--- src/hdl/spq_pkg.sv ---
// Shared types and constants for the sorted priority queue.
`default_nettype none
package spq_pkg;

  localparam int CAPACITY = 16;
  localparam int CNT_W    = $clog2(CAPACITY + 1);
  localparam logic [15:0] KEY_LIMIT = 16'hFFFF;

  typedef enum logic [1:0] {
    KIND_INSERT = 2'd0,
    KIND_POP    = 2'd1,
    KIND_REMOVE = 2'd2,
    KIND_NONE   = 2'd3
  } kind_t;

  typedef enum logic [1:0] {
    ST_OK       = 2'd0,
    ST_REJECT   = 2'd1,
    ST_EMPTY    = 2'd2,
    ST_NOTFOUND = 2'd3
  } status_t;

  typedef enum logic [1:0] {
    OP_HOLD   = 2'd0,
    OP_INSERT = 2'd1,
    OP_POP    = 2'd2,
    OP_REMOVE = 2'd3
  } cell_op_t;

  typedef struct packed {
    cell_op_t    op;
    logic [15:0] key;
    logic [7:0]  owner;
  } cell_cmd_t;

  typedef struct packed {
    logic        valid;
    logic [15:0] key;
    logic [7:0]  owner;
  } entry_t;

endpackage
`default_nettype wire

--- src/hdl/spq_cell.sv ---
// One slot of the sorted store: holds an entry and shifts with its neighbors.
`default_nettype none
module spq_cell
  import spq_pkg::*;
(
  input  logic      clk,
  input  logic      rst_n,
  input  cell_cmd_t cmd,
  input  entry_t    left_entry,
  input  logic      left_ins,
  input  logic      left_seen,
  input  entry_t    right_entry,
  output entry_t    entry,
  output logic      ins_flag,
  output logic      seen,
  output logic      first_hit
);

  logic        valid_r, valid_nxt;
  logic [15:0] key_r, key_nxt;
  logic [7:0]  owner_r, owner_nxt;
  logic        match;

  assign entry     = '{valid: valid_r, key: key_r, owner: owner_r};
  assign match     = valid_r && (owner_r == cmd.owner);
  assign ins_flag  = !valid_r || (key_r > cmd.key);
  assign seen      = left_seen || match;
  assign first_hit = match && !left_seen;

  always_comb begin
    valid_nxt = valid_r;
    key_nxt   = key_r;
    owner_nxt = owner_r;
    case (cmd.op)
      OP_INSERT: begin
        if (ins_flag) begin
          if (left_ins) begin
            valid_nxt = left_entry.valid;
            key_nxt   = left_entry.key;
            owner_nxt = left_entry.owner;
          end else begin
            valid_nxt = 1'b1;
            key_nxt   = cmd.key;
            owner_nxt = cmd.owner;
          end
        end
      end
      OP_POP: begin
        valid_nxt = right_entry.valid;
        key_nxt   = right_entry.key;
        owner_nxt = right_entry.owner;
      end
      OP_REMOVE: begin
        if (seen) begin
          valid_nxt = right_entry.valid;
          key_nxt   = right_entry.key;
          owner_nxt = right_entry.owner;
        end
      end
      default: begin
      end
    endcase
  end

  always_ff @(posedge clk) begin
    if (!rst_n) begin
      valid_r <= 1'b0;
    end else begin
      valid_r <= valid_nxt;
    end
  end

  always_ff @(posedge clk) begin
    key_r   <= key_nxt;
    owner_r <= owner_nxt;
  end

endmodule
`default_nettype wire

--- src/hdl/sorted_priority_queue.sv ---
// Top level of the sorted priority queue: row of slot cells and result register.
//
//   channel | direction | ports
//   in      | input     | in_valid, in_stall, in_kind, in_key, in_owner
//   out     | output    | out_valid, out_stall, out_status, out_key, out_owner, out_count
//
// One operation per cycle unless the input is stalled: every cell compares against
// the request in parallel and shifts by one slot, so no operation needs a second pass.
// The result is registered in the output register and appears in the cycle after the input transfer.
// Synchronous reset empties the queue; only the valid bits, the count and out_valid are cleared.
// A held result stalls the input; a new transfer is taken in the cycle it leaves.
`default_nettype none
module sorted_priority_queue
  import spq_pkg::*;
(
  input  logic        clk,
  input  logic        rst_n,
  input  logic        in_valid,
  output logic        in_stall,
  input  logic [1:0]  in_kind,
  input  logic [15:0] in_key,
  input  logic [7:0]  in_owner,
  output logic        out_valid,
  input  logic        out_stall,
  output logic [1:0]  out_status,
  output logic [15:0] out_key,
  output logic [7:0]  out_owner,
  output logic [4:0]  out_count
);

  entry_t    entries   [CAPACITY];
  entry_t    left_e    [CAPACITY];
  entry_t    right_e   [CAPACITY];
  logic      left_ins  [CAPACITY];
  logic      left_seen [CAPACITY];
  logic      ins       [CAPACITY];
  logic      seen      [CAPACITY];
  logic      hit       [CAPACITY];
  logic [CAPACITY-1:0] valid_vec;

  cell_cmd_t  cmd;
  logic       accept;
  logic       full, empty, found, reject;
  entry_t     hit_entry;

  logic             out_valid_r, out_valid_nxt;
  logic [1:0]       status_r, status_nxt;
  logic [15:0]      rkey_r, rkey_nxt;
  logic [7:0]       rowner_r, rowner_nxt;
  logic [CNT_W-1:0] count_r, count_nxt;

  assign in_stall = out_valid_r && out_stall;
  assign accept   = in_valid && !in_stall;

  assign full   = (count_r == CNT_W'(CAPACITY));
  assign empty  = (count_r == '0);
  assign found  = seen[CAPACITY-1];
  assign reject = full || (in_key >= KEY_LIMIT);

  always_comb begin
    hit_entry = '0;
    for (int i = 0; i < CAPACITY; i++) begin
      if (hit[i]) hit_entry = hit_entry | entries[i];
    end
  end

  always_comb begin
    cmd.key   = in_key;
    cmd.owner = in_owner;
    cmd.op    = OP_HOLD;
    if (accept) begin
      case (kind_t'(in_kind))
        KIND_INSERT: if (!reject) cmd.op = OP_INSERT;
        KIND_POP:    if (!empty) cmd.op = OP_POP;
        KIND_REMOVE: if (found) cmd.op = OP_REMOVE;
        default:     cmd.op = OP_HOLD;
      endcase
    end
  end

  for (genvar i = 0; i < CAPACITY; i++) begin : g_cell
    assign valid_vec[i] = entries[i].valid;
    if (i == 0) begin : g_first
      assign left_e[i]    = '0;
      assign left_ins[i]  = 1'b0;
      assign left_seen[i] = 1'b0;
    end else begin : g_chain
      assign left_e[i]    = entries[i-1];
      assign left_ins[i]  = ins[i-1];
      assign left_seen[i] = seen[i-1];
    end
    if (i == CAPACITY - 1) begin : g_last
      assign right_e[i] = '0;
    end else begin : g_next
      assign right_e[i] = entries[i+1];
    end

    spq_cell u_cell (
      .clk         (clk),
      .rst_n       (rst_n),
      .cmd         (cmd),
      .left_entry  (left_e[i]),
      .left_ins    (left_ins[i]),
      .left_seen   (left_seen[i]),
      .right_entry (right_e[i]),
      .entry       (entries[i]),
      .ins_flag    (ins[i]),
      .seen        (seen[i]),
      .first_hit   (hit[i])
    );
  end

  always_comb begin
    out_valid_nxt = out_valid_r && out_stall;
    status_nxt    = status_r;
    rkey_nxt      = rkey_r;
    rowner_nxt    = rowner_r;
    count_nxt     = count_r;
    if (accept) begin
      out_valid_nxt = 1'b1;
      status_nxt    = ST_OK;
      rkey_nxt      = '0;
      rowner_nxt    = '0;
      case (kind_t'(in_kind))
        KIND_INSERT: begin
          if (reject) begin
            status_nxt = ST_REJECT;
          end else begin
            count_nxt = count_r + CNT_W'(1);
          end
        end
        KIND_POP: begin
          if (empty) begin
            status_nxt = ST_EMPTY;
          end else begin
            rkey_nxt   = entries[0].key;
            rowner_nxt = entries[0].owner;
            count_nxt  = count_r - CNT_W'(1);
          end
        end
        KIND_REMOVE: begin
          if (found) begin
            rkey_nxt   = hit_entry.key;
            rowner_nxt = hit_entry.owner;
            count_nxt  = count_r - CNT_W'(1);
          end else begin
            status_nxt = ST_NOTFOUND;
          end
        end
        default: begin
        end
      endcase
    end
  end

  always_ff @(posedge clk) begin
    if (!rst_n) begin
      out_valid_r <= 1'b0;
      count_r     <= '0;
    end else begin
      out_valid_r <= out_valid_nxt;
      count_r     <= count_nxt;
    end
  end

  always_ff @(posedge clk) begin
    status_r <= status_nxt;
    rkey_r   <= rkey_nxt;
    rowner_r <= rowner_nxt;
  end

  assign out_valid  = out_valid_r;
  assign out_status = status_r;
  assign out_key    = rkey_r;
  assign out_owner  = rowner_r;
  assign out_count  = 5'(count_r);

  a_count_matches_valid: assert property (@(posedge clk) disable iff (!rst_n)
    $countones(valid_vec) == int'(count_r))
    else $error("entry count disagrees with occupied slots");

  a_valid_prefix: assert property (@(posedge clk) disable iff (!rst_n)
    ((valid_vec >> 1) & ~valid_vec) == '0)
    else $error("occupied slots are not packed at the head");

  a_insert_grows: assert property (@(posedge clk) disable iff (!rst_n)
    (accept && in_kind == KIND_INSERT && !reject) |=> count_r == $past(count_r) + CNT_W'(1))
    else $error("accepted insert did not grow the queue");

  a_remove_shrinks: assert property (@(posedge clk) disable iff (!rst_n)
    (accept && in_kind == KIND_REMOVE && found) |=> count_r == $past(count_r) - CNT_W'(1))
    else $error("matched remove did not shrink the queue");

endmodule
`default_nettype wire

--- config.mk ---
export PLATFORM = sky130hd
export DESIGN_NAME = sorted_priority_queue
export DESIGN_NICKNAME = d
export VERILOG_FILES = /design/src/hdl/spq_pkg.sv /design/src/hdl/spq_cell.sv /design/src/hdl/sorted_priority_queue.sv
export SDC_FILE = /design/constraint.sdc
export NUM_CORES = 2
export LEC_CHECK = 0
export BUFFER_PORTS_ARGS = -buffer_cell sky130_fd_sc_hd__buf_2
export CAP_MARGIN = 10
export CORE_ASPECT_RATIO = 1.4
export CORE_MARGIN = 1
export CORE_UTILIZATION = 25
export DETAILED_ROUTE_END_ITERATION = 8
export PLACE_DENSITY = 0.48
export SLEW_MARGIN = 15
export SYNTH_ARGS = -nofsm -noshare
export SYNTH_HDL_FRONTEND = slang
export SYNTH_SLANG_ARGS = --single-unit
--- constraint.sdc ---
create_clock -name clk -period 12 [get_ports clk]
set_input_delay 2.4 -clock clk [delete_from_list [all_inputs] [get_ports clk]]
set_output_delay 2.4 -clock clk [all_outputs]
set_load 0.005 [all_outputs]
Yosys cells after proc, flatten, opt, wreduce, memory -nomap -nowiden
Cells that the tools add are included.
- bits of input ports: 30
- register bits: 432
- output and inout bits: 33
- word-level logic and storage cells: 487
- magnitude comparators: 17
- add/subtract/negate cells: 2
- equal/unequal tests: 57
- bitwise logic cells: 15
- reduce and logical (&&, ||, !) cells: 118
- muxes and demuxes: 225
- operators by type and width (kind ; number):
    16-bit two-way mux ; 49
    16-bit case mux with 3 select lines ; 16
    8-bit two-way mux ; 49
    24-bit two-way mux ; 16
    8-bit case mux with 3 select lines ; 16
    24-bit OR ; 15
    16-bit greater-than comparator ; 16
    8-bit == test ; 16
    2-bit by 1-bit != test with 1-bit output (second input constant) ; 31
    1-bit two-way mux ; 50
    1-bit case mux with 3 select lines ; 16
    3-bit AND reduction ; 16
    1-bit logical AND ; 33
    1-bit logical NOT ; 32
    1-bit logical OR ; 32
    16-bit case mux with 2 select lines ; 1
    16-bit greater-or-equal comparator (second input constant) ; 1
    8-bit case mux with 2 select lines ; 1
    5-bit two-way mux ; 3
    5-bit case mux with 3 select lines ; 1
    2-bit case mux with 3 select lines ; 2
    2-bit two-way mux ; 5
    2-bit != test (second input constant) ; 4
    2-bit == test (second input constant) ; 3
    other kinds (8) ; 10

Depth between registers and ports, before layout
- depth after elaboration: 35
- mapped depth: 15

Hierarchy
Synthesis repeated with hierarchy kept, for this count alone.
- cell total of the unflattened synthesis: 3481
- area total of the unflattened synthesis: 33108.0 um2
- by module, submodules not included (module ; seq. area each (um2) ; cells each ; area an instance (um2) ; instances):
    spq_cell (g_cell[13].u_cell ...) ; 740.7 ; 194 ; 1841.8 ; 12
    spq_cell (g_cell[0].u_cell ...) ; 740.7 ; 187 ; 1839.3 ; 4
    sorted_priority_queue ; 900.9 ; 405 ; 3649.8 ; 1

Worst setup path after synthesis
No wires, ideal clock.
- path type: input to register
- from: input in_owner[5]
- to: register g_cell[0].u_cell.key_r[0] (enable)
- cell stages on the path: 14
- arrival time: 5.612 ns
- slack: 5.975 ns
- data required time: 11.587 ns
- library setup time: 0.413 ns
- cell sequence: buf_4 -> buf_6 -> buf_4 -> xor2_1 -> nor4_1 -> nand4_2 -> nand4_4 -> nor2_4 -> a31oi_2 -> buf_6 -> o21a_1 -> buf_4 -> o21ai_0 -> a21oi_1
- cells in the longest elaborated chain, start to end: 23
- RTL lines (item ; RTL line ; RTL):
    start: declaration ; sorted_priority_queue.sv:22 ; input logic [7:0] in_owner,
    8-bit == test ; spq_cell.sv:25 ; assign match = valid_r && (owner_r == cmd.owner);
    1-bit logical AND ; spq_cell.sv:25 ;
    1-bit logical OR (15 in a row) ; spq_cell.sv:27 ; assign seen = left_seen || match;
    2-bit two-way mux ; sorted_priority_queue.sv:75 ; KIND_REMOVE: if (found) cmd.op = OP_REMOVE;
    2-bit case mux with 3 select lines ; sorted_priority_queue.sv:72 ; case (kind_t'(in_kind))
    2-bit two-way mux ; sorted_priority_queue.sv:71 ; if (accept) begin
    2-bit == test or 2-bit by 1-bit == test with 1-bit output (tied branches) ; spq_cell.sv:34 ; case (cmd.op)
    2-bit by 1-bit != test with 1-bit output (no line) or 3-bit nonzero test (tied branches) ; - ;
    3-bit AND reduction (no line) (*) ; - ;
    end signal: assignment ; spq_cell.sv:74 ; key_r <= key_nxt;
    end: declaration ; spq_cell.sv:20 ; logic [15:0] key_r, key_nxt;
Every way passes the cells marked *; elsewhere a longest branch is shown, timed or not.
A chain may end at the register's enable or synchronous reset.

Final worst setup path
- from: input in_owner[4]
- to: register g_cell[2].u_cell.key_r[8], data pin
- cells in the longest elaborated chain, start to end: 22
- RTL lines (item ; RTL line):
    8-bit == test ; spq_cell.sv:25
    1-bit logical AND ; spq_cell.sv:25
    1-bit logical OR (14 in a row) ; spq_cell.sv:27
    1-bit logical OR (*) ; spq_cell.sv:27
    2-bit two-way mux (*) ; sorted_priority_queue.sv:75
    2-bit case mux with 3 select lines (*) ; sorted_priority_queue.sv:72
    2-bit two-way mux (*) ; sorted_priority_queue.sv:71
    2-bit == test or 2-bit by 1-bit == test with 1-bit output (tied branches) ; spq_cell.sv:34
    16-bit case mux with 3 select lines (*) ; spq_cell.sv:34
    net g_cell[2].u_cell.key_nxt[8] ; spq_cell.sv:20
    end signal: assignment ; spq_cell.sv:74
    end: declaration ; spq_cell.sv:20
The timed path passes the listed nets; every way through them passes the cells marked *.

==> metrics.md <==
| Metric | Value |
|---|---|
| Outcome | completed |
| Sw Pwr | 1.14 mW |
| Dominant cells by area after synthesis | edfxtp_1 38%, mux2i_1 11%, ha_1 10%, o21ai_0 5.2%, nand2_1 4.6% |
| Main flop type after synthesis | edfxtp_1 |
| Reg power frac | 45.9% |
| Area Overhead vs Synth | 11.9% |
| Hold WC Path Type | reg -> reg |
| FF/Latch Area | 0.0128 mm² |
| Post-synth ARST share | 0% |
| Clock Tree Root | clkbuf_16 |
| Tmin final | 6650 ps |
| Starting Density | 25.2% |
| Critical Path Fanout Max | 98 |
| Syn Nets | 3581 |
| Synth top cells by count | 410 x edfxtp_1, 398 x nand2_1, 366 x mux2i_1, 335 x o21ai_0, 263 x ha_1 |
| Area share of the largest cell type after synthesis | 38.3% |
| Setup tns final | 0 ps |
| Remaining Overflow, GRT | 0 |
| Die Span X | 305 µm |
| Fraction of layout cells with a size suffix above 1 | 8.97% |
| Syn avg cell area | 9.78 µm² |
| Worst Path Buf+Inv | 4 |
| # setup viols final | 0 |
| CP max stage delay | 850 ps |
| Slew @ Worst Pin | 1170 ps |
| Max-slew violations | 0 |
| Largest net degree at the start of global routing | 271 |
| Total track usage | 18.6% |
| CTS Sinks | 432 |
| Gpl congestion | 0.888 |
| CP top delay family | buffers and inverters |
| Final Hold Fails | 0 |
| Max H-tree Level | 2 |
| Post-DRT Antenna Nets | 0 |
| Core Box Area | 0.127 mm² |
| Critical Path Stages | 12 |
| Fraction of the yosys area taken by sequential cells | 39.7% |
| Routed WL | 124000 µm |
| Switching share of total power | 28.9% |
| Crit share post-route | 55.4% |
| Slowest stage cell, crit path | buf_4 |
| DRC errors left | 0 |
| Cts bufs inserted | 47 |
| Clock Latency Late Sink | 620 ps |
| CP dominant cell by count | buf_4 |
| Vias in the first global route | 26088 |
| Average wire per standard cell | 24.9 µm |
| Data required time of the worst path | 12310 ps |
| Peak supply drop | 0.0000872 V |
| Multi-input logic area | 0.0184 mm² |
| Placed inst area | 0.0344 mm² |
| Initial drt markers | 2376 |
| Drt first pass iters | 8 |
| Chip height | 426 µm |
| CP Capture Type | flip-flop |
| Vias/cell | 5.26 |
| Final #Nets | 3557 |
| Cell area after layout | 0.0360 mm² |
| Reg2Reg Launch Point | g_cell[0].u_cell.owner_r[5]$_DFFE_PP_ |
| Critical R2R Capture | g_cell[2].u_cell.key_r[8]$_DFFE_PP_ |
| Mapped Cells | 3287 |
| Total of max-cap violations | 0 |
| P_int | 2.82 mW |
| Worst-case clock buffer depth | 3 |
| Setup Fix Bufs, Post-CTS | 0 |
| Hold Path Stages | 2 |
| Die ar. | 0.130 mm² |
| EDFF count, synth | 410 |
| Hold EP | out_count[2]$_SDFFE_PN0P_ |
| RSZ-0062 raised after global routing | false |
| DP HPWL | 93900 µm |
| Post-CTS Resized | 0 |
| CTS tree | done |
| Number of register bits inferred by synthesis | 432 |
| Highest clock rate | 0.150 GHz |
| Worst Reg2Reg Path Length in Cells | 10 |
| Post-layout util | 28.2% |
| Yosys warns | 0 |
| Cell taking the most area after synthesis | edfxtp_1 |
| Setup CP Type | in -> reg |
| Hold path startpoint | out_count[2]$_SDFFE_PN0P_ |
| # rows | 155 |
| Worst-path clk slew | 60 ps |
| Clock Power Share | 38.5% |
| Slew margin rel. | 21.8% |
| Top-count cell post-synth | edfxtp_1 |
| Cell area after synthesis | 0.0321 mm² |
| Clock Skew | 32.5 ps |
| Critical Path, Cell by Cell | buf_2 -> xnor2_1 -> nand3_1 -> or3_1 -> buf_4 -> nand3_4 -> nor2_4 -> a31oi_4 -> o21ai_4 -> buf_4 -> buf_4 -> a21oi_1 |
| Layout fillers | 13313 |
| Static leakage | 12.6 nW |
| Comb pwr share | 15.6% |
| Initial antenna violation count | 13 |
| Port bufs | 62 |
| Crit path launch type | input port |
| Worst Path Arrival | 6960 ps |
| Global-route wire length before repair | 181000 µm |
| Pwr Density | 110 mW/mm² |
| R2R setup slack | 7350 ps |
| Distinct cell type count after synthesis | 93 |
| CTS hold repair buffers | 0 |
| Routed vias | 26041 |
| I/O pin count | 63 |
worst register-to-register path: stages (launching register included):
cell,delay (ps)
edfxtp_1,530
xnor2_1,190
nand4_1,180
or3_1,250
nand3_4,240
nor2_4,600
a31oi_4,380
o21ai_4,240
buf_4,560
buf_4,880
a21oi_1,290
placed cells by master (no fill, tap or decap), drive strengths merged, types with 74 or more instances in the layout:
master	count
xnor2	87
nor2	218
edfxtp	410
mux2i	366
a21oi	238
nand4	74
o21ai	341
buf	149
nand2	399
ha	263
worst max-delay path by stage:
stage | from | slack, ps | end
global route | in_owner[4] | 5140 | g_cell[3].u_cell.key_r[4]$_DFFE_PP_
finish | in_owner[4] | 5350 | g_cell[2].u_cell.key_r[8]$_DFFE_PP_
floorplan | in_owner[5] | 5980 | g_cell[0].u_cell.key_r[0]$_DFFE_PP_
global placement | in_owner[4] | 4850 | g_cell[3].u_cell.key_r[10]$_DFFE_PP_
detailed placement | in_owner[4] | 4800 | g_cell[3].u_cell.key_r[10]$_DFFE_PP_
CTS | in_owner[4] | 5440 | g_cell[3].u_cell.key_r[10]$_DFFE_PP_
kinds of logic (layout without fill, tap and decap cells):
family	count (synthesis)	count (layout)	synth area share, %
muxes	366	366	11.4
xor gates and xnor gates	132	132	3.60
other	0	5	0
and+or+nand+nor	900	900	12.9
buffers and inverters	281	294	4.08
DFF	432	432	39.7
AOI/OAI and AO/OA	912	912	18.0
adders and majority gates	264	264	10.3
sequential cells by signal (all words and copies together) (netlist names):
name,count
out_count,5
out_valid,1
g_cell.u_cell.owner_r,128
out_owner,8
out_key,16
g_cell.u_cell.key_r,256
out_status,2
g_cell.u_cell.valid_r,16
power by group through the flow:
stage / logic (mW) / registers, mW / clock network [mW]
5_1_grt: 0.679 / 1.82 / 1.60
3_3_place_gp: 0.607 / 1.85 / 0
4_1_cts: 0.619 / 1.82 / 1.56
6_report: 0.619 / 1.82 / 1.52
2_1_floorplan: 0.416 / 1.81 / 0
3_5_place_dp: 0.616 / 1.85 / 0
routing by layer:
layer	share of wire, %	global-route usage, %
met5	0.074	0
met4	6.1	10.8
met3	3.6	1.74
met2	51	34.0
met1	39	21.1
per-stage QoR:
| stage | total power, mW | hold WS, ps | instances | worst slack [ps] |
|---|---|---|---|---|
| CTS | 4.00 | 549 | 4948 | 5440 |
| global route | 4.11 | 586 | 4953 | 5140 |
| global placement | 2.46 | 534 | 4862 | 4850 |
| detailed placement | 2.47 | 539 | 4862 | 4800 |
| finish | 3.96 | 533 | 4953 | 5350 |
| floorplan | 2.22 | 460 | 3287 | 5980 |
cell type report:
cell class,instances,share of cell area [%]
multi-input cells,2574,51.2
flip-flops and latches,432,35.5
well taps,1648,5.73
clock buffers,68,3.60
repair buffers,149,2.71
inverters,59,0.616
clock inverters,18,0.598
diodes,5,0.0348
(Power assumes the default switching activity.)
